===== config.mk =====
export PLATFORM = sky130hd
export DESIGN_NAME = tdps_front_flat
export DESIGN_NICKNAME = d
export VERILOG_FILES = /design/src/hdl/assert_macros.svh /design/src/hdl/tdps_pkg.sv /design/src/hdl/tdps_req_if.sv /design/src/hdl/tdps_cfg_if.sv /design/src/hdl/tdps_front.sv /design/src/flat_wrapper.sv
export SDC_FILE = /design/constraint.sdc
export NUM_CORES = 1
export LEC_CHECK = 0
export BUFFER_PORTS_ARGS = -buffer_cell sky130_fd_sc_hd__clkbuf_2
export CAP_MARGIN = 20
export CELL_PAD_IN_SITES_DETAIL_PLACEMENT = 1
export CELL_PAD_IN_SITES_GLOBAL_PLACEMENT = 2
export CORE_MARGIN = 1.5
export CORE_UTILIZATION = 30
export DETAILED_ROUTE_END_ITERATION = 7
export GPL_TIMING_DRIVEN = 0
export PLACE_DENSITY = 0.9
export SLEW_MARGIN = 20
export SYNTH_ARGS = -nofsm -noshare
export SYNTH_HDL_FRONTEND = slang
export SYNTH_SLANG_ARGS = --single-unit

===== constraint.sdc =====
create_clock -name clk_i -period 9.4 [get_ports clk_i]
set_input_delay 1.41 -clock clk_i [delete_from_list [all_inputs] [get_ports clk_i]]
set_output_delay 1.41 -clock clk_i [all_outputs]
set_load 0.01 [all_outputs]

===== src/hdl/assert_macros.svh =====
// Assertion macros shared by the summed-area table block.
// Included by the modules that carry concurrent assertions; no other dependencies.
`ifndef ASSERT_MACROS_SVH
`define ASSERT_MACROS_SVH
`ifndef SYNTHESIS
// Checked on every rising edge of clk_i while rst_ni is high.
`define TDPS_ASSERT(lbl, prop, msg) \
  lbl: assert property (@(posedge clk_i) disable iff (!rst_ni) (prop)) else $error(msg);
// Checked on every rising edge of clk_i, reset included.
`define TDPS_ASSERT_ALWAYS(lbl, prop, msg) \
  lbl: assert property (@(posedge clk_i) (prop)) else $error(msg);
`else
`define TDPS_ASSERT(lbl, prop, msg)
`define TDPS_ASSERT_ALWAYS(lbl, prop, msg)
`endif
`endif


===== src/hdl/tdps_pkg.sv =====
// Shared types and constants of the summed-area table block.
// No dependencies; imported by the interfaces and by every module.
package tdps_pkg;

  // Fixed field widths of the channels.
  localparam int unsigned SUM_W   = 28;
  localparam int unsigned ELEM_W  = 12;
  localparam int unsigned COORD_W = 9;

  // Depth of the command queue between front and back.
  localparam int unsigned QUEUE_DEPTH = 2;

  // Grid size after reset.
  localparam logic [COORD_W-1:0] GRID_RESET = 9'd256;

  // Transaction kinds on the request channel.
  localparam logic MODE_LOAD  = 1'b0;
  localparam logic MODE_QUERY = 1'b1;

  // Command handed from front to back. Indexes are zero-based.
  // A load writes (row_b, col_b) and reads the entry above at (row_a, col_b).
  // A query reads the four corners built from row_a/row_b and col_a/col_b.
  typedef struct packed {
    logic               is_query;
    logic               bad;
    logic               zero_row_a;
    logic               zero_col_a;
    logic [COORD_W-1:0] row_a;
    logic [COORD_W-1:0] row_b;
    logic [COORD_W-1:0] col_a;
    logic [COORD_W-1:0] col_b;
    logic [SUM_W-1:0]   row_sum;
  } cmd_t;

endpackage


===== src/hdl/tdps_req_if.sv =====
// Request channel of the summed-area table block: loads and queries.
// Depends on tdps_pkg for the field widths.
interface tdps_req_if import tdps_pkg::*; ();
  logic               valid;
  logic               ready;
  logic               mode;
  logic [ELEM_W-1:0]  element;
  logic [COORD_W-1:0] top_row;
  logic [COORD_W-1:0] left_col;
  logic [COORD_W-1:0] bottom_row;
  logic [COORD_W-1:0] right_col;

  modport source (output valid, mode, element, top_row, left_col, bottom_row, right_col,
                  input ready);
  modport sink (input valid, mode, element, top_row, left_col, bottom_row, right_col,
                output ready);
endinterface


===== src/hdl/tdps_cfg_if.sv =====
// Configuration write channel of the summed-area table block (grid size).
// Depends on tdps_pkg for the field width.
interface tdps_cfg_if import tdps_pkg::*; ();
  logic               valid;
  logic               ready;
  logic [COORD_W-1:0] grid_size;

  modport source (output valid, grid_size, input ready);
  modport sink (input valid, grid_size, output ready);
endinterface


===== src/hdl/tdps_front.sv =====
// Front end: accepts requests, keeps the raster load position and row sum,
// validates query corners and turns every transaction into a command.
// Depends on tdps_pkg, tdps_req_if and tdps_cfg_if.
module tdps_front import tdps_pkg::*; #(
  parameter int unsigned MAX_SIZE  = 256,
  parameter int unsigned ELEM_BITS = 12
) (
  input  logic       clk_i,
  input  logic       rst_ni,
  tdps_req_if.sink   req_i,
  tdps_cfg_if.sink   cfg_i,
  input  logic       full_i,
  output logic       push_o,
  output cmd_t       cmd_o
);

  // Row sum width: enough for a full row of maximum elements, wrapping as the table does.
  localparam int unsigned RS_RAW = ELEM_BITS + $clog2(MAX_SIZE + 1);
  localparam int unsigned RS_W   = (RS_RAW > SUM_W) ? SUM_W : RS_RAW;
  localparam int unsigned EB     = (ELEM_BITS > ELEM_W) ? ELEM_W : ELEM_BITS;
  localparam logic [ELEM_W-1:0] ELEM_MASK = ELEM_W'((32'd1 << EB) - 32'd1);

  logic [COORD_W-1:0] grid_q;
  logic [COORD_W-1:0] row_q, row_d;
  logic [COORD_W-1:0] col_q, col_d;
  logic [RS_W-1:0]    rsum_q, rsum_d;
  logic               full_q, full_d;

  logic [COORD_W-1:0] n;
  logic               restart;
  logic [COORD_W-1:0] cur_row, cur_col;
  logic [RS_W-1:0]    rs_base, rs_new;
  logic [ELEM_W-1:0]  elem_use;
  logic               last_col, last_row;
  logic               bad;

  // Grid size in use, clamped to the legal range.
  always_comb begin
    if (grid_q == '0) begin
      n = COORD_W'(1);
    end else if (32'(grid_q) > MAX_SIZE) begin
      n = COORD_W'(MAX_SIZE);
    end else begin
      n = grid_q;
    end
  end

  // Handshake: the queue decides whether a request can be taken.
  assign req_i.ready = !full_i;
  assign cfg_i.ready = 1'b1;
  assign push_o      = req_i.valid && req_i.ready;

  // Load bookkeeping and query checks.
  always_comb begin
    restart  = full_q || (row_q > n) || (col_q > n);
    cur_row  = restart ? COORD_W'(1) : row_q;
    cur_col  = restart ? COORD_W'(1) : col_q;
    rs_base  = restart ? '0 : rsum_q;
    elem_use = req_i.element & ELEM_MASK;
    rs_new   = rs_base + RS_W'(elem_use);
    last_col = (cur_col >= n);
    last_row = (cur_row >= n);

    bad = !full_q || (req_i.top_row == '0) || (req_i.left_col == '0) ||
          (req_i.bottom_row > n) || (req_i.right_col > n) ||
          (req_i.top_row > req_i.bottom_row) || (req_i.left_col > req_i.right_col);

    cmd_o = '0;
    if (req_i.mode == MODE_QUERY) begin
      cmd_o.is_query   = 1'b1;
      cmd_o.bad        = bad;
      cmd_o.row_b      = req_i.bottom_row - COORD_W'(1);
      cmd_o.col_b      = req_i.right_col - COORD_W'(1);
      cmd_o.row_a      = req_i.top_row - COORD_W'(2);
      cmd_o.col_a      = req_i.left_col - COORD_W'(2);
      cmd_o.zero_row_a = (req_i.top_row == COORD_W'(1));
      cmd_o.zero_col_a = (req_i.left_col == COORD_W'(1));
    end else begin
      cmd_o.row_b      = cur_row - COORD_W'(1);
      cmd_o.col_b      = cur_col - COORD_W'(1);
      cmd_o.row_a      = cur_row - COORD_W'(2);
      cmd_o.zero_row_a = (cur_row == COORD_W'(1));
      cmd_o.row_sum    = SUM_W'(rs_new);
    end

    // Next raster position after this load.
    if (last_col) begin
      col_d  = COORD_W'(1);
      rsum_d = '0;
      row_d  = last_row ? COORD_W'(1) : cur_row + COORD_W'(1);
    end else begin
      col_d  = cur_col + COORD_W'(1);
      rsum_d = rs_new;
      row_d  = cur_row;
    end
    full_d = last_col && last_row;
  end

  // Load position registers; a grid size write restarts loading.
  always_ff @(posedge clk_i or negedge rst_ni) begin
    if (!rst_ni) begin
      grid_q <= GRID_RESET;
      row_q  <= COORD_W'(1);
      col_q  <= COORD_W'(1);
      rsum_q <= '0;
      full_q <= 1'b0;
    end else if (cfg_i.valid && cfg_i.ready) begin
      grid_q <= cfg_i.grid_size;
      row_q  <= COORD_W'(1);
      col_q  <= COORD_W'(1);
      rsum_q <= '0;
      full_q <= 1'b0;
    end else if (push_o && (req_i.mode == MODE_LOAD)) begin
      row_q  <= row_d;
      col_q  <= col_d;
      rsum_q <= rsum_d;
      full_q <= full_d;
    end
  end

endmodule


===== src/flat_wrapper.sv =====
// flat-port wrapper written by rule: the top's interface ports become plain ports
module tdps_front_flat import tdps_pkg::*;
#(
  parameter int unsigned MAX_SIZE  = 256,
  parameter int unsigned ELEM_BITS = 12
)
  (clk_i, rst_ni, full_i, push_o, cmd_o, req_i_valid, req_i_mode, req_i_element, req_i_top_row, req_i_left_col, req_i_bottom_row, req_i_right_col, req_i_ready, cfg_i_valid, cfg_i_grid_size, cfg_i_ready);
  tdps_req_if req_i_i ();
  tdps_cfg_if cfg_i_i ();
  input  logic clk_i;
  input  logic rst_ni;
  input  logic full_i;
  output logic push_o;
  output cmd_t cmd_o;
  input wire logic [$bits(req_i_i.valid)-1:0] req_i_valid;
  input wire logic [$bits(req_i_i.mode)-1:0] req_i_mode;
  input wire logic [$bits(req_i_i.element)-1:0] req_i_element;
  input wire logic [$bits(req_i_i.top_row)-1:0] req_i_top_row;
  input wire logic [$bits(req_i_i.left_col)-1:0] req_i_left_col;
  input wire logic [$bits(req_i_i.bottom_row)-1:0] req_i_bottom_row;
  input wire logic [$bits(req_i_i.right_col)-1:0] req_i_right_col;
  output wire logic [$bits(req_i_i.ready)-1:0] req_i_ready;
  input wire logic [$bits(cfg_i_i.valid)-1:0] cfg_i_valid;
  input wire logic [$bits(cfg_i_i.grid_size)-1:0] cfg_i_grid_size;
  output wire logic [$bits(cfg_i_i.ready)-1:0] cfg_i_ready;
  assign req_i_i.valid = req_i_valid;
  assign req_i_i.mode = req_i_mode;
  assign req_i_i.element = req_i_element;
  assign req_i_i.top_row = req_i_top_row;
  assign req_i_i.left_col = req_i_left_col;
  assign req_i_i.bottom_row = req_i_bottom_row;
  assign req_i_i.right_col = req_i_right_col;
  assign req_i_ready = req_i_i.ready;
  assign cfg_i_i.valid = cfg_i_valid;
  assign cfg_i_i.grid_size = cfg_i_grid_size;
  assign cfg_i_ready = cfg_i_i.ready;
  tdps_front #(.MAX_SIZE(MAX_SIZE), .ELEM_BITS(ELEM_BITS)) u_core (.clk_i(clk_i), .rst_ni(rst_ni), .req_i(req_i_i), .cfg_i(cfg_i_i), .full_i(full_i), .push_o(push_o), .cmd_o(cmd_o));
endmodule

==> impl_metrics.json <==
{
  "multi_input_area_um2": 4607,
  "dp_slack_ns": 2.054,
  "synth_edf_count": 0,
  "viasPerCell": 5.293,
  "tns_ns": 0,
  "wl_per_cell_um": 18.56,
  "pin_count": 134,
  "yosys.area_share.simple_pct": 22.55,
  "clock_latency_ns": 0.30,
  "clk_pin_slew_ns": 0.08,
  "die_w_um": 148.4,
  "initial_core_util_pct": 30.36,
  "netlist_instances": 833,
  "grt.total_usage_pct": 21.19,
  "register_area_um2": 1230,
  "nFillCells": 2660,
  "clock_skew_ns": 0.005707,
  "n_antenna_cell": 0,
  "cts.sinks": 49,
  "yosysWarnings": 0,
  "synth_xor_area_share_pct": 6.492,
  "synth_compound_area_share_pct": 21.92,
  "drcViolationCount": 0,
  "antenna_found_initial": 0,
  "cp_slowest_stage_delay_ns": 0.55,
  "antenna_left": 0,
  "synth.ff_latch_count": 49,
  "dieArea_um2": 22020,
  "power_density_nw_per_um2": 93.55,
  "end_kind": "primary output",
  "crit_chain": "clkinv_1, nand2_1, ha_1, a21oi_1, o21ai_0, a2111oi_2, o22a_2, buf_6, buf_4, buf_4, and2_1, ha_1, inv_1, fa_1, nor2b_1, o21ai_1, a21boi_0, o31ai_1, a21oi_1, o211ai_1, xnor2_1, nor2_1, clkbuf_2",
  "io_buffers": 124,
  "clk_path_buf_depth": 2,
  "worstPathArrival_ns": 6.29,
  "synth_fa_ha_area_share_pct": 18.47,
  "rsz0062_at_grt": "no",
  "hp-class": "reg2reg",
  "htree_levels": 2,
  "area_delta_synth_final_pct": 17.94,
  "drtIter0Drc": 297,
  "grt_max_degree": 50,
  "setup_violations": 0,
  "cts_hold_buf": 0,
  "gp_congestion": 0.8519,
  "fp.dieH_um": 148.4,
  "dp_hpwl_um": 18360,
  "critPathMaxFanout": 10,
  "grt_pass1_wl_um": 36510,
  "overflow": 0,
  "yosysSeqAreaShare_pct": 19.40,
  "p_leak_nw": 3.586,
  "tritoncts": "done",
  "fmax_mhz": 129.9,
  "critical_path_class": "reg2out",
  "slew_headroom_pct": 43.91,
  "worst_pin_slew_ns": 0.8414,
  "cp.required_ns": 7.99,
  "whs_ns": 0.5045,
  "cpMaxStageDelayCell": "dfstp_2",
  "cts_buffers": 5,
  "fin_crit_ns": 7.699,
  "num-nets-final": 1126,
  "finalHoldViolations": 0,
  "finalCritPeriodShare_pct": 81.90,
  "max-vdd-ir-drop_uv": 65.66,
  "setup_slack_ns": 1.701,
  "dr.pass1.iters": 5,
  "netlist_area_um2": 6341,
  "reg2reg_slack_ns": 3.36,
  "drv_cap": 0,
  "core_area_um2": 20890,
  "cts_root_buf": "clkbuf_16",
  "synth_mux_area_share_pct": 2.743,
  "vias": 6595,
  "rows": 53,
  "slew_violations": 0,
  "grt_pass1_vias": 6785,
  "yosysUniqueCellTypes": 72,
  "synth_top_family_by_area": "simple AND/OR/NAND/NOR gates",
  "drive_gt1_share_pct": 18.74,
  "status": "finished clean",
  "ys.flop_type": "dfrtp_1",
  "wl_um": 23130,
  "cts_resized": 0,
  "synth.avg_cell_area_um2": 7.612,
  "post_cts.repair.setup_buffers": 0,
  "ys_async_sr_fraction_pct": 100.0,
  "crit_path_start_kind": "flop"
}
==> stage by stage <==
step / util (%) / power, mW / cell area [um^2] / std cells
finish: 35.80 / 0.6996 / 7478 / 1246
global route: 35.80 / 0.7414 / 7478 / 1246
CTS: 35.80 / 0.7058 / 7478 / 1246
detailed placement: 35.09 / 0.5126 / 7331 / 1238
global placement: 35.08 / 0.5051 / 7328 / 1238
floorplan: - / 0.4024 / 6364 / 839
==> final cells by class <==
cell class / instances / share of cell area (%)
plain buffers: 47 / 3.430
clock buffers: 5 / 1.673
clock inverters: 3 / 0.3012
inverters: 72 / 3.614
multi-input cells: 671 / 61.60
flip-flops and latches: 49 / 16.45
well taps: 275 / 4.601
repair buffers: 124 / 8.332
==> layout by cell type, fill, tap and decap left out, types with 12 or more instances in the layout <==
master,count
a21oi_1,49
and2_1,15
clkbuf_1,17
clkbuf_2,123
dfrtp_1,46
ha_1,92
inv_1,71
nand2_1,87
nand3_1,15
nand4_1,21
nor2_1,67
nor2b_1,12
nor3_1,28
o21ai_0,67
o22ai_1,16
xnor2_1,37
==> report_power, final <==
group	internal [mW]	total, mW	switching, mW
Clock	0.0990	0.191	0.0920
Combinational	0.106	0.286	0.179
Sequential	0.218	0.223	0.00509
==> metal layers <==
| layer | global-route usage (%) | wire length, um |
|---|---|---|
| met1 | 28.34 | 10780 |
| met2 | 36.17 | 10730 |
| met3 | 2.270 | 1142 |
| met4 | 5.842 | 472 |
| met5 | 0 | 0 |
==> flip-flops by register name, indices dropped and copies added, names as in the netlist <==
name	flops
u_core.grid_q	9
u_core.full_q	1
u_core.rsum_q	21
u_core.row_q	9
u_core.col_q	9
==> critical path: cells and delay by family, from the launching register on <==
| family | cells | cell delay, ns |
|---|---|---|
| AOI/OAI and AO/OA | 9 | 2.26 |
| buffers and inverters | 6 | 1.11 |
| xor gates and xnor gates | 1 | 0.20 |
| and+or+nand+nor | 4 | 0.92 |
| DFF | 1 | 0.55 |
| adders and majority gates | 3 | 0.93 |
==> logic make-up (layout without fill, tap and decap cells) <==
logic type      Yosys count  in the layout
compound gates          217            217
xor+xnor                 47             47
fa+ha+maj                93             93
buf+inv                 119            251
other cells               2              8
mux                      16             16
simple gates            290            290
flops                    49             49
==> cell usage after synthesis (12+ instances only) <==
library cell	count	area (um^2)
clkbuf_1	17	63.81
and2_1	15	93.84
xnor2_1	37	324.1
nand3_1	15	75.07
nand2_1	87	326.6
nor2b_1	12	75.07
nor3_1	28	140.1
a21oi_1	49	245.2
inv_1	71	266.5
ha_1	92	1151
nand4_1	21	131.4
o22ai_1	16	100.1
dfrtp_1	46	1151
o21ai_0	67	335.3
nor2_1	67	251.5
==> final timing paths <==
path,startpoint,endpoint,cells after the start
hold / removal,u_core.rsum_q[0],u_core.rsum_q[0],1
setup reg to reg,u_core.grid_q[8],u_core.rsum_q[12],20
min in group asynchronous,rst_ni,u_core.rsum_q[4],1
max in group asynchronous,rst_ni,u_core.grid_q[6],1
setup / recovery,u_core.grid_q[8],cmd_o[18],23
hold reg to reg,u_core.rsum_q[0],u_core.rsum_q[0],1
Note: power is estimated with default switching activity, not from simulation.
