===== src/hdl/assert_macros.svh =====
// Assertion macros shared by the summed-area table block.
// Included by the modules that carry concurrent assertions; no other dependencies.
`ifndef ASSERT_MACROS_SVH
`define ASSERT_MACROS_SVH
`ifndef SYNTHESIS
// Checked on every rising edge of clk_i while rst_ni is high.
`define TDPS_ASSERT(lbl, prop, msg) \
  lbl: assert property (@(posedge clk_i) disable iff (!rst_ni) (prop)) else $error(msg);
// Checked on every rising edge of clk_i, reset included.
`define TDPS_ASSERT_ALWAYS(lbl, prop, msg) \
  lbl: assert property (@(posedge clk_i) (prop)) else $error(msg);
`else
`define TDPS_ASSERT(lbl, prop, msg)
`define TDPS_ASSERT_ALWAYS(lbl, prop, msg)
`endif
`endif


===== src/hdl/tdps_pkg.sv =====
// Shared types and constants of the summed-area table block.
// No dependencies; imported by the interfaces and by every module.
package tdps_pkg;

  // Fixed field widths of the channels.
  localparam int unsigned SUM_W   = 28;
  localparam int unsigned ELEM_W  = 12;
  localparam int unsigned COORD_W = 9;

  // Depth of the command queue between front and back.
  localparam int unsigned QUEUE_DEPTH = 2;

  // Grid size after reset.
  localparam logic [COORD_W-1:0] GRID_RESET = 9'd256;

  // Transaction kinds on the request channel.
  localparam logic MODE_LOAD  = 1'b0;
  localparam logic MODE_QUERY = 1'b1;

  // Command handed from front to back. Indexes are zero-based.
  // A load writes (row_b, col_b) and reads the entry above at (row_a, col_b).
  // A query reads the four corners built from row_a/row_b and col_a/col_b.
  typedef struct packed {
    logic               is_query;
    logic               bad;
    logic               zero_row_a;
    logic               zero_col_a;
    logic [COORD_W-1:0] row_a;
    logic [COORD_W-1:0] row_b;
    logic [COORD_W-1:0] col_a;
    logic [COORD_W-1:0] col_b;
    logic [SUM_W-1:0]   row_sum;
  } cmd_t;

endpackage


===== src/hdl/tdps_fifo.sv =====
// Short command queue between front and back of the summed-area table block.
// Depends on tdps_pkg for cmd_t and the queue depth.
`include "assert_macros.svh"
module tdps_fifo import tdps_pkg::*; (
  input  logic clk_i,
  input  logic rst_ni,
  input  logic push_i,
  input  cmd_t data_i,
  input  logic pop_i,
  output cmd_t data_o,
  output logic full_o,
  output logic empty_o
);

  localparam int unsigned PTR_W = (QUEUE_DEPTH > 1) ? $clog2(QUEUE_DEPTH) : 1;
  localparam int unsigned CNT_W = $clog2(QUEUE_DEPTH + 1);

  cmd_t             entries_q [QUEUE_DEPTH];
  logic [PTR_W-1:0] wr_ptr_q, rd_ptr_q;
  logic [CNT_W-1:0] count_q;

  assign full_o  = (count_q == CNT_W'(QUEUE_DEPTH));
  assign empty_o = (count_q == '0);
  assign data_o  = entries_q[rd_ptr_q];

  // Entry storage.
  always_ff @(posedge clk_i) begin
    if (push_i) begin
      entries_q[wr_ptr_q] <= data_i;
    end
  end

  // Pointers and fill count.
  always_ff @(posedge clk_i or negedge rst_ni) begin
    if (!rst_ni) begin
      wr_ptr_q <= '0;
      rd_ptr_q <= '0;
      count_q  <= '0;
    end else begin
      if (push_i) begin
        wr_ptr_q <= (wr_ptr_q == PTR_W'(QUEUE_DEPTH - 1)) ? '0 : wr_ptr_q + PTR_W'(1);
      end
      if (pop_i) begin
        rd_ptr_q <= (rd_ptr_q == PTR_W'(QUEUE_DEPTH - 1)) ? '0 : rd_ptr_q + PTR_W'(1);
      end
      if (push_i && !pop_i) begin
        count_q <= count_q + CNT_W'(1);
      end else if (pop_i && !push_i) begin
        count_q <= count_q - CNT_W'(1);
      end
    end
  end

  `TDPS_ASSERT(a_no_push_when_full, !(push_i && full_o), "push into a full command queue")
  `TDPS_ASSERT(a_no_pop_when_empty, !(pop_i && empty_o), "pop from an empty command queue")
  `TDPS_ASSERT_ALWAYS(a_count_bound, count_q <= CNT_W'(QUEUE_DEPTH), "queue count overflow")

endmodule


===== config.mk =====
export PLATFORM = sky130hd
export DESIGN_NAME = tdps_fifo
export DESIGN_NICKNAME = d
export VERILOG_FILES = /design/src/hdl/tdps_pkg.sv /design/src/hdl/tdps_fifo.sv
export VERILOG_INCLUDE_DIRS = /design/src /design/src/hdl
export SDC_FILE = /design/constraint.sdc
export NUM_CORES = 1
export LEC_CHECK = 0
export BUFFER_PORTS_ARGS = -buffer_cell sky130_fd_sc_hd__buf_2
export CAP_MARGIN = 25
export CORE_MARGIN = 5
export CORE_UTILIZATION = 47
export CTS_CLUSTER_SIZE = 16
export DETAILED_ROUTE_END_ITERATION = 6
export PLACE_DENSITY = 0.82
export RECOVER_POWER = 100
export SYNTH_ARGS = -nofsm -noshare
export SYNTH_HDL_FRONTEND = slang
export SYNTH_SLANG_ARGS = --single-unit

===== constraint.sdc =====
create_clock -name clk_i -period 3.6 [get_ports clk_i]
set_input_delay 0.72 -clock clk_i [delete_from_list [all_inputs] [get_ports clk_i]]
set_output_delay 0.72 -clock clk_i [all_outputs]
set_load 0.01 [all_outputs]

==> flow_summary.toml, run 1 <==
[route]
postRouteAntennaNets = 0
num_vias = 2648
via_per_inst = 4.92
drc = 0
drt-total-wl_mm = 9.31
wl_per_cell_um = 17.3
first_pass_iters = 4
dr.first_iter.drc_count = 101

[outcome]
failed_checks = "capacitance limit, slew limit"
outcome = "finished with violations"

[logic_synthesis]
syn_area_per_cell_sq_um = 22.5
synth-xor-area-share = 0.00853
synth.cells.most_frequent = "edfxtp_1, mux2_2, mux2_4, buf_2"
yosysMostFrequentCell = "edfxtp_1"
postSynthCellCount = 228
synth_top_family_by_area = "multiplexers"
synth_flop_cell = "edfxtp_1"
synth_fp_nets = 301
synthesis.area_sq_um = 5140
synthSimpleGateAreaFrac = 0.00512
async_flop_share = 0.0286
ys_seq_area_frac = 0.815
yosysUniqueCellTypes = 14
synthAdderAreaFrac = 0.00244
muxShareOfSynthArea = 0.156
synth_seq_cells = 140
synth_compound_area_frac = 0
synthTopCellsByArea = "edfxtp_1, mux2_2, mux2_4"
synth_top_cell_area_share = 0.795
synth_area_leader_cell = "edfxtp_1"
synth_edf_count = 136
yosys_warnings = 0

[place]
io_buffer_count = 141
gp_congestion = 0.711
pre_cts_slack_ns = 1.22
hpwl_mm = 6.12

[finish]
final_util = 0.598
n_antenna_cell = 0
fillCellCount = 838
final_net_count = 458
drive_above_1_share = 0.342
syn2layout_area_growth_pct = 25.7

[critical_path]
reg2reg_depth = 2
crit_type = "register to output port"
required_ns = 2.88
cp-start-kind = "register"
critPathMaxFanout = 33
crit_path_end_kind = "output port"
crit_arrival_ns = 2.33

[global_routing]
grt_use_met2 = 0.252
grt_pass1_wl_mm = 14.1
grt_pass1_vias = 2899
grt.met3_usage = 0.0518
overflow = 0
use_met1 = 0.158
grtUsageTotal = 0.145
global_route.peak_usage_layer = "met2"
antenna_found_initial = 0
grt_max_degree = 69

[clocking]
cts.clk_slew.worst_paths_ns = 0.06
worstSkewPairLatency_ns = 0.51
cts_sinks = 140
cts_made_buffers = 17
cts_root_buf = "clkbuf_8"
h-tree-depth = 4
cts_tree = "built"
cts.path.max_buffers = 2
cts.repair.resized = 0

[floorplanning]
rows = 38
start_util = 0.476
fp.dieH_um = 115
core_region_area_sq_um = 10800
die-width_um = 115
dieArea_sq_um = 13100
ios = 142

[timing]
period_share = 0.846
slew_viol_final = 99
min_period_ns = 3.05
skew_ns = 0.00709
setup_viol = 0
rsz0062_at_grt = "no"
clock.fmax_mhz = 328
worst_slack_ns = 0.553
tightest_slew_ns = 1.65
finalHoldViolCount = 0
relSlewSlack = -0.0984
fin_setup_tns_ns = 0

[worst_hold_path]
min_path_type = "input port to register"
hold_depth = 1

[pwr]
power.leakage_uw = 0.00224
peakVddDrop_mv = 0.528
power.density_nw_per_um2 = 829

[job]
maxCapViolCount = 2
==> final cells by class <==
class,instances,area (sq um),area share
clock buffer,17,414,0.0642
clock inverter,15,203,0.0314
inverter,1,3.75,0.000582
multi-input combinational,79,860,0.133
sequential,140,4190,0.649
tap,140,175,0.0271
timing repair buffer,146,611,0.0946
==> path summary, 6_finish.rpt <==
| path | slack, ns | from | end |
|---|---|---|---|
| worst max-delay path | 0.55 | rd_ptr_q$_DFFE_PN0P_ | data_o[23] |
| worst min-delay path | 0.39 | data_i[0] | entries_q[0][0]$_DFFE_PP_ |
| worst max register to register | 0.85 | wr_ptr_q$_DFFE_PN0P_ | entries_q[0][34]$_DFFE_PP_ |
| worst min register to register | 0.49 | count_q[1]$_DFFE_PN0P_ | count_q[1]$_DFFE_PN0P_ |
| max in group asynchronous | 2.81 | rst_ni | rd_ptr_q$_DFFE_PN0P_ |
| min in group asynchronous | 0.57 | rst_ni | wr_ptr_q$_DFFE_PN0P_ |
==> state kept, by name, indices dropped and copies added, names as in the netlist <==
name and flops:
rd_ptr_q 1, entries_q 136, wr_ptr_q 1, count_q 2
==> cells by family (layout without fill, tap and decap cells) <==
kind of cell / after synthesis / in the layout
flops: 140 / 140
mux: 68 / 68
simple gates: 5 / 5
xor+xnor: 5 / 5
fa+ha+maj: 1 / 1
buf+inv: 9 / 179
==> repair_timing <==
| action | CTS | global route |
|---|---|---|
| setup buffers | 0 | 0 |
| hold endpoints to repair | 4 | 0 |
| hold buffers | 1 | 0 |
==> routing by layer <==
metal  up-vias  part of all wire
li1       1217                 -
met4         0             0.019
met2       101              0.53
met5         -                 0
met1      1312              0.38
met3        18             0.071
==> critical path: stages, from the launching register on <==
cell      delay, ns
dfrtp_4        0.72
clkbuf_2       0.54
mux2_2         0.40
clkbuf_1       0.14
==> report_power, final <==
group	leakage, uW	internal (uW)	switching (uW)
sequential	0.00132	2180	150
combinational	0.000623	534	678
clock	0.000293	1180	627
total	0.00224	3890	1460
==> per-stage QoR <==
step,instances,hold WS (ns),total power [uW],cell area [sq um]
3_3_place_gp,505,0.472,3710,6010
3_5_place_dp,505,0.483,3740,6010
4_1_cts,538,0.364,5550,6640
6_report,538,0.391,5350,6450
5_1_grt,538,0.360,5590,6450
2_1_floorplan,228,0.424,3230,5140
==> layout by cell type, fill, tap and decap left out <==
cell / netlist / layout
and2_2: 0 / 1
clkbuf_2: 0 / 3
dlygate4sd3_1: 0 / 1
clkinv_2: 0 / 3
edfxtp_1: 136 / 136
ha_1: 1 / 1
mux2_4: 10 / 2
clkinvlp_4: 0 / 3
nor2_1: 2 / 2
xor2_1: 4 / 4
buf_2: 5 / 42
dfrtp_1: 4 / 3
nor2b_1: 2 / 1
xnor2_1: 1 / 1
dfrtp_4: 0 / 1
clkbuf_1: 0 / 100
inv_1: 1 / 1
clkinv_1: 0 / 4
bufinv_16: 0 / 5
mux2_1: 0 / 8
clkbuf_16: 0 / 16
clkbuf_8: 0 / 1
nor2b_2: 0 / 1
mux2_2: 58 / 58
Power figures use the tool's default switching activity.
==> run 2, diff against run 1 <==
--- a/config.mk
+++ b/config.mk
@@ -9,10 +9,10 @@
 export BUFFER_PORTS_ARGS = -buffer_cell sky130_fd_sc_hd__buf_2
 export CAP_MARGIN = 25
 export CORE_MARGIN = 5
-export CORE_UTILIZATION = 47
+export CORE_UTILIZATION = 52
 export CTS_CLUSTER_SIZE = 16
 export DETAILED_ROUTE_END_ITERATION = 6
-export PLACE_DENSITY = 0.82
+export PLACE_DENSITY = 0.85
 export RECOVER_POWER = 100
 export SYNTH_ARGS = -nofsm -noshare
 export SYNTH_HDL_FRONTEND = slang
==> constraint.sdc (replaced) <==
create_clock -name clk_i -period 2.95 [get_ports clk_i]
set_input_delay 0.59 -clock clk_i [delete_from_list [all_inputs] [get_ports clk_i]]
set_output_delay 0.59 -clock clk_i [all_outputs]
set_load 0.01 [all_outputs]
==> run 2 against run 1 <==
  * Via count is 2.1% lower
  * Largest cell class unchanged
  * Highest routed layer unchanged
  * Worst setup slack worse by 0.10 ns
  * Register-to-register slack worse by 0.38 ns
  * Largest power group unchanged
  * Sequential cell count stayed put
  * Final cell count is 1.3% lower
  * The run now ends clean
==> flow_summary.toml, run 2 (synthesis gave the netlist of run 1 again) <==
[route]
wl_per_cell_um = 17.6
num_vias = 2593
postRouteAntennaNets = 0
wl_met3_um = 783
drt-total-wl_mm = 9.37
wl_met2_mm = 5.03
via_per_inst = 4.88
drc = 0
wl_met1_mm = 3.46
dr.first_iter.drc_count = 121
first_pass_iters = 4
highest-signal-layer = "met4"

[clocking]
post_cts_buffers = 0
cts_made_buffers = 17
cts_tree = "built"
cts.clk_slew.worst_paths_ns = 0.06
hold_buffers = 1
cts.repair.resized = 0
cts.path.max_buffers = 2
cts_root_buf = "clkbuf_8"
cts_sinks = 140
h-tree-depth = 4
worstSkewPairLatency_ns = 0.51

[place]
io_buffer_count = 141
hpwl_mm = 6.20
placed_area_sq_um = 6030
pre_cts_slack_ns = 0.948
gp_congestion = 0.759

[timing]
setup_viol = 0
finalHoldViolCount = 0
fin_setup_tns_ns = 0
tightest_slew_ns = 1.41
min_period_ns = 2.50
slew_viol_final = 0
rsz0062_at_grt = "no"
worst_slack_ns = 0.448
skew_ns = 0.00594
clock.fmax_mhz = 400
period_share = 0.848
relSlewSlack = 0.0589

[global_routing]
grt_max_degree = 58
grt_pass1_wl_mm = 13.8
overflow = 0
antenna_found_initial = 0
grtUsageTotal = 0.162
grt_pass1_vias = 2857

[critical_path]
required_ns = 2.36
r2r_slack_ns = 0.47
crit_arrival_ns = 1.91
reg2reg_depth = 2
crit_type = "register to output port"
timing.rr.start = "wr_ptr_q$_DFFE_PN0P_"
crit_path_end_kind = "output port"
worstReg2RegEnd = "entries_q[0][36]$_DFFE_PP_"
cp-start-kind = "register"
critPathMaxFanout = 20

[worst_hold_path]
hold_end = "entries_q[1][39]$_DFFE_PP_"
hold_depth = 1
min_path_type = "input port to register"
min-delay-start = "data_i[39]"

[finish]
layout_commonest_cell = "edfxtp_1"
largest_reg_flops = 136
final_util = 0.666
largest_registers = "entries_q x136, count_q x2"
final_net_count = 458
n_antenna_cell = 0
syn2layout_area_growth_pct = 25.5
final_cell_mix = "edfxtp_1, clkbuf_1, mux2_2"
drive_above_1_share = 0.349
design_area_sq_um = 6450
regMostFlops = "entries_q"

[floorplanning]
start_util = 0.530
core_region_area_sq_um = 9680
die-width_um = 109
fp.dieH_um = 109
dieArea_sq_um = 12000
rows = 36
ios = 142

[pwr]
peakVddDrop_mv = 0.597
power.density_nw_per_um2 = 997
power.leakage_uw = 0.00224
p_total_uw = 6430

[job]
maxCapViolCount = 0

[outcome]
outcome = "finished, final reports clean"
run 2: cell count changes in the layout (fill, tap and decap cells not counted), sizes merged:
cell and change:
buf +7, clkbuf -7, bufinv -2, inv +2, clkinv -1, clkinvlp +1
run 2: area by class of cell:
| cell class | instances | area [sq um] |
|---|---|---|
| Clock buffer | 17 | 414 |
| Clock inverter | 15 | 171 |
| Multi-Input combinational cell | 79 | 852 |
| Timing Repair Buffer | 146 | 652 |
| Fill cell | 694 | 3240 |
| Tap cell | 133 | 166 |
| Sequential cell | 140 | 4190 |
| Inverter | 1 | 3.75 |
run 2: worst max-delay path by stage:
stage	depth (start not counted)	startpoint	end	slack (ns)
4_1_cts	3	rd_ptr_q$_DFFE_PN0P_	data_o[50]	0.37
3_5_place_dp	3	rd_ptr_q$_DFFE_PN0P_	data_o[61]	0.95
2_1_floorplan	1	push_i	entries_q[0][0]$_DFFE_PP_	0.15
3_3_place_gp	3	rd_ptr_q$_DFFE_PN0P_	data_o[43]	0.99
6_report	3	rd_ptr_q$_DFFE_PN0P_	data_o[6]	0.45
5_1_grt	3	rd_ptr_q$_DFFE_PN0P_	data_o[50]	0.34
run 2: critical path, cell delays in order, from the launching register on:
cell and delay, ns:
dfrtp_4 0.55, buf_4 0.33, mux2_2 0.37, buf_2 0.14
run 2: report_power, final:
group | switching, uW | internal [uW]
Sequential | 138 | 2650
Clock | 774 | 1280
Combinational | 894 | 686
Total | 1810 | 4620
run 2: layer usage:
metal  vias to the layer above  track usage
li1                       1223            -
met1                      1256        0.171
met2                       101        0.282
met3                        13       0.0675
met4                         0       0.0730
met5                         -            0
run 2: per-stage QoR:
stage	instances	hold slack [ns]
detailed placement	498	0.419
floorplan	228	0.294
finish	531	0.262
global placement	498	0.416
global route	531	0.221
CTS	531	0.222
==> run 3, diff against run 2 <==
==> constraint.sdc (replaced) <==
create_clock -name clk_i -period 2.48 [get_ports clk_i]
set_input_delay 0.496 -clock clk_i [delete_from_list [all_inputs] [get_ports clk_i]]
set_output_delay 0.496 -clock clk_i [all_outputs]
set_load 0.01 [all_outputs]
==> run 3 against run 2 <==
  * Power rose by 21%
  * Clock skew fell by 0.0033 ns
  * Worst setup slack got worse by 0.37 ns
  * Largest power group unchanged
  * Wire length fell by 0.53%
  * Critical endpoint is now data_o[11]
  * Clock power rose by 15%
  * Critical path type unchanged
  * Design area rose by 1.8%
  * Via count rose by 0.58%
==> flow_summary.toml, run 3 (synthesis gave the netlist of run 1 again) <==
[finish]
design_area_sq_um = 6570
largest_reg_flops = 136
syn2layout_area_growth_pct = 27.8
regMostFlops = "entries_q"
fillCellCount = 664
final_net_count = 461
stdcell_count = 534
n_antenna_cell = 0
drive_above_1_share = 0.529
multiInputGateArea_sq_um = 896
register_area_sq_um = 4190
layout_commonest_cell = "edfxtp_1"
largest_registers = "entries_q x136, count_q x2"
final_cell_mix = "edfxtp_1, buf_2, mux2_2"

[timing]
tightest_slew_ns = 0.463
min_period_ns = 2.40
slew_viol_final = 0
period_share = 0.969
rsz0062_at_grt = "yes"
relSlewSlack = 0.692
finalHoldViolCount = 0
skew_ns = 0.00265
clock.fmax_mhz = 416
setup_viol = 0

[clocking]
h-tree-depth = 4
worstSkewPairLatency_ns = 0.50
cts.repair.resized = 0
cts.clk_slew.worst_paths_ns = 0.06
cts_sinks = 140
cts_root_buf = "clkbuf_8"
cts_tree = "built"
cts_made_buffers = 17
cts.path.max_buffers = 2
post_cts_buffers = 0

[worst_hold_path]
min_path_type = "input port to register"

[critical_path]
max_stage_delay_ns = 0.57
required_ns = 1.98
cp.buffers_inverters = 2
crit_path_end_kind = "output port"
cp-start-kind = "register"
worstPathCellList = "buf_4 -> mux2_2 -> buf_2"
crit_arrival_ns = 1.91
r2r_slack_ns = 1.07
critPathMaxFanout = 17
crit_type = "register to output port"
critical_path.top_delay_family = "flip-flops"
worst_path_max_delay_cell = "dfrtp_4"

[floorplanning]
start_util = 0.530
rows = 36
ios = 142
core_region_area_sq_um = 9680
fp.dieH_um = 109
dieArea_sq_um = 12000
die-width_um = 109

[pwr]
clockPowerShare = 0.305
p_int_uw = 5590
switching_share = 0.278
p_switching_uw = 2160
power.share.combinational = 0.266
power.density_nw_per_um2 = 1180
seqPwrFrac = 0.429
power.leakage_uw = 0.00245
peakVddDrop_mv = 0.786

[global_routing]
grtUsageTotal = 0.161
grt_pass1_vias = 2793
grt_pass1_wl_mm = 14.0
antenna_found_initial = 0
overflow = 0
grt_max_degree = 35

[route]
via_per_inst = 4.88
num_vias = 2608
drt-total-wl_mm = 9.32
dr.first_iter.drc_count = 83
postRouteAntennaNets = 0
wl_per_cell_um = 17.5
first_pass_iters = 4
drc = 0

[job]
maxCapViolCount = 0

[place]
io_buffer_count = 141
gp_congestion = 0.688
placed_area_sq_um = 6040
hpwl_mm = 6.36
dp_cells = 501

[outcome]
outcome = "finished, final reports clean"
## run 3: power groups by stage
stage | registers (uW) | logic [uW] | clock network, uW
after global routing | 3360 | 2220 | 2540
after floorplan | 3280 | 1400 | 0
after detailed placement | 3380 | 2100 | 0
after CTS | 3330 | 2120 | 2410
final | 3320 | 2060 | 2360
after global placement | 3350 | 2050 | 0
## run 3: final timing paths
check,start,to,cells after the start
setup / recovery,rd_ptr_q$_DFFE_PN0P_,data_o[11],3
hold / removal,data_i[49],entries_q[1][49]$_DFFE_PP_,1
setup reg to reg,wr_ptr_q$_DFFE_PN0P_,entries_q[1][58]$_DFFE_PP_,2
hold reg to reg,count_q[1]$_DFFE_PN0P_,count_q[1]$_DFFE_PN0P_,1
max in group asynchronous,rst_ni,rd_ptr_q$_DFFE_PN0P_,2
min in group asynchronous,rst_ni,rd_ptr_q$_DFFE_PN0P_,2
## run 3: stage by stage
step | worst slack, ns | hold slack, ns | util | TNS [ns] | power [uW]
global route | -0.00423 | 0.147 | 0.678 | -0.00773 | 8120
CTS | 0.0307 | 0.147 | 0.683 | 0 | 7860
finish | 0.0759 | 0.178 | 0.678 | 0 | 7750
detailed placement | 0.586 | 0.308 | 0.623 | 0 | 5480
floorplan | 0.522 | 0.200 | - | 0 | 4680
global placement | 0.628 | 0.309 | 0.623 | 0 | 5400
## run 3: per-layer routing
layer | vias up | GRT usage | wire length (um)
met5 | - | 0 | 0
met4 | 0 | 0.0614 | 125
met3 | 12 | 0.0534 | 697
met2 | 90 | 0.292 | 5090
met1 | 1287 | 0.174 | 3410
li1 | 1219 | - | -
## run 3: cell type report
cell class                      count  share of cell area
Multi-Input combinational cell     79               0.136
Tap cell                          133              0.0253
Inverter                            1            0.000572
Clock buffer                       19              0.0642
Sequential cell                   140               0.638
Timing Repair Buffer              149               0.114
Clock inverter                     13              0.0219
## run 3: timing repair
item / 4_1_cts / 5_1_grt
endpoints found under the setup margin: 0 / 2
hold endpoints to repair: 4 / 0
hold buffers: 1 / 0
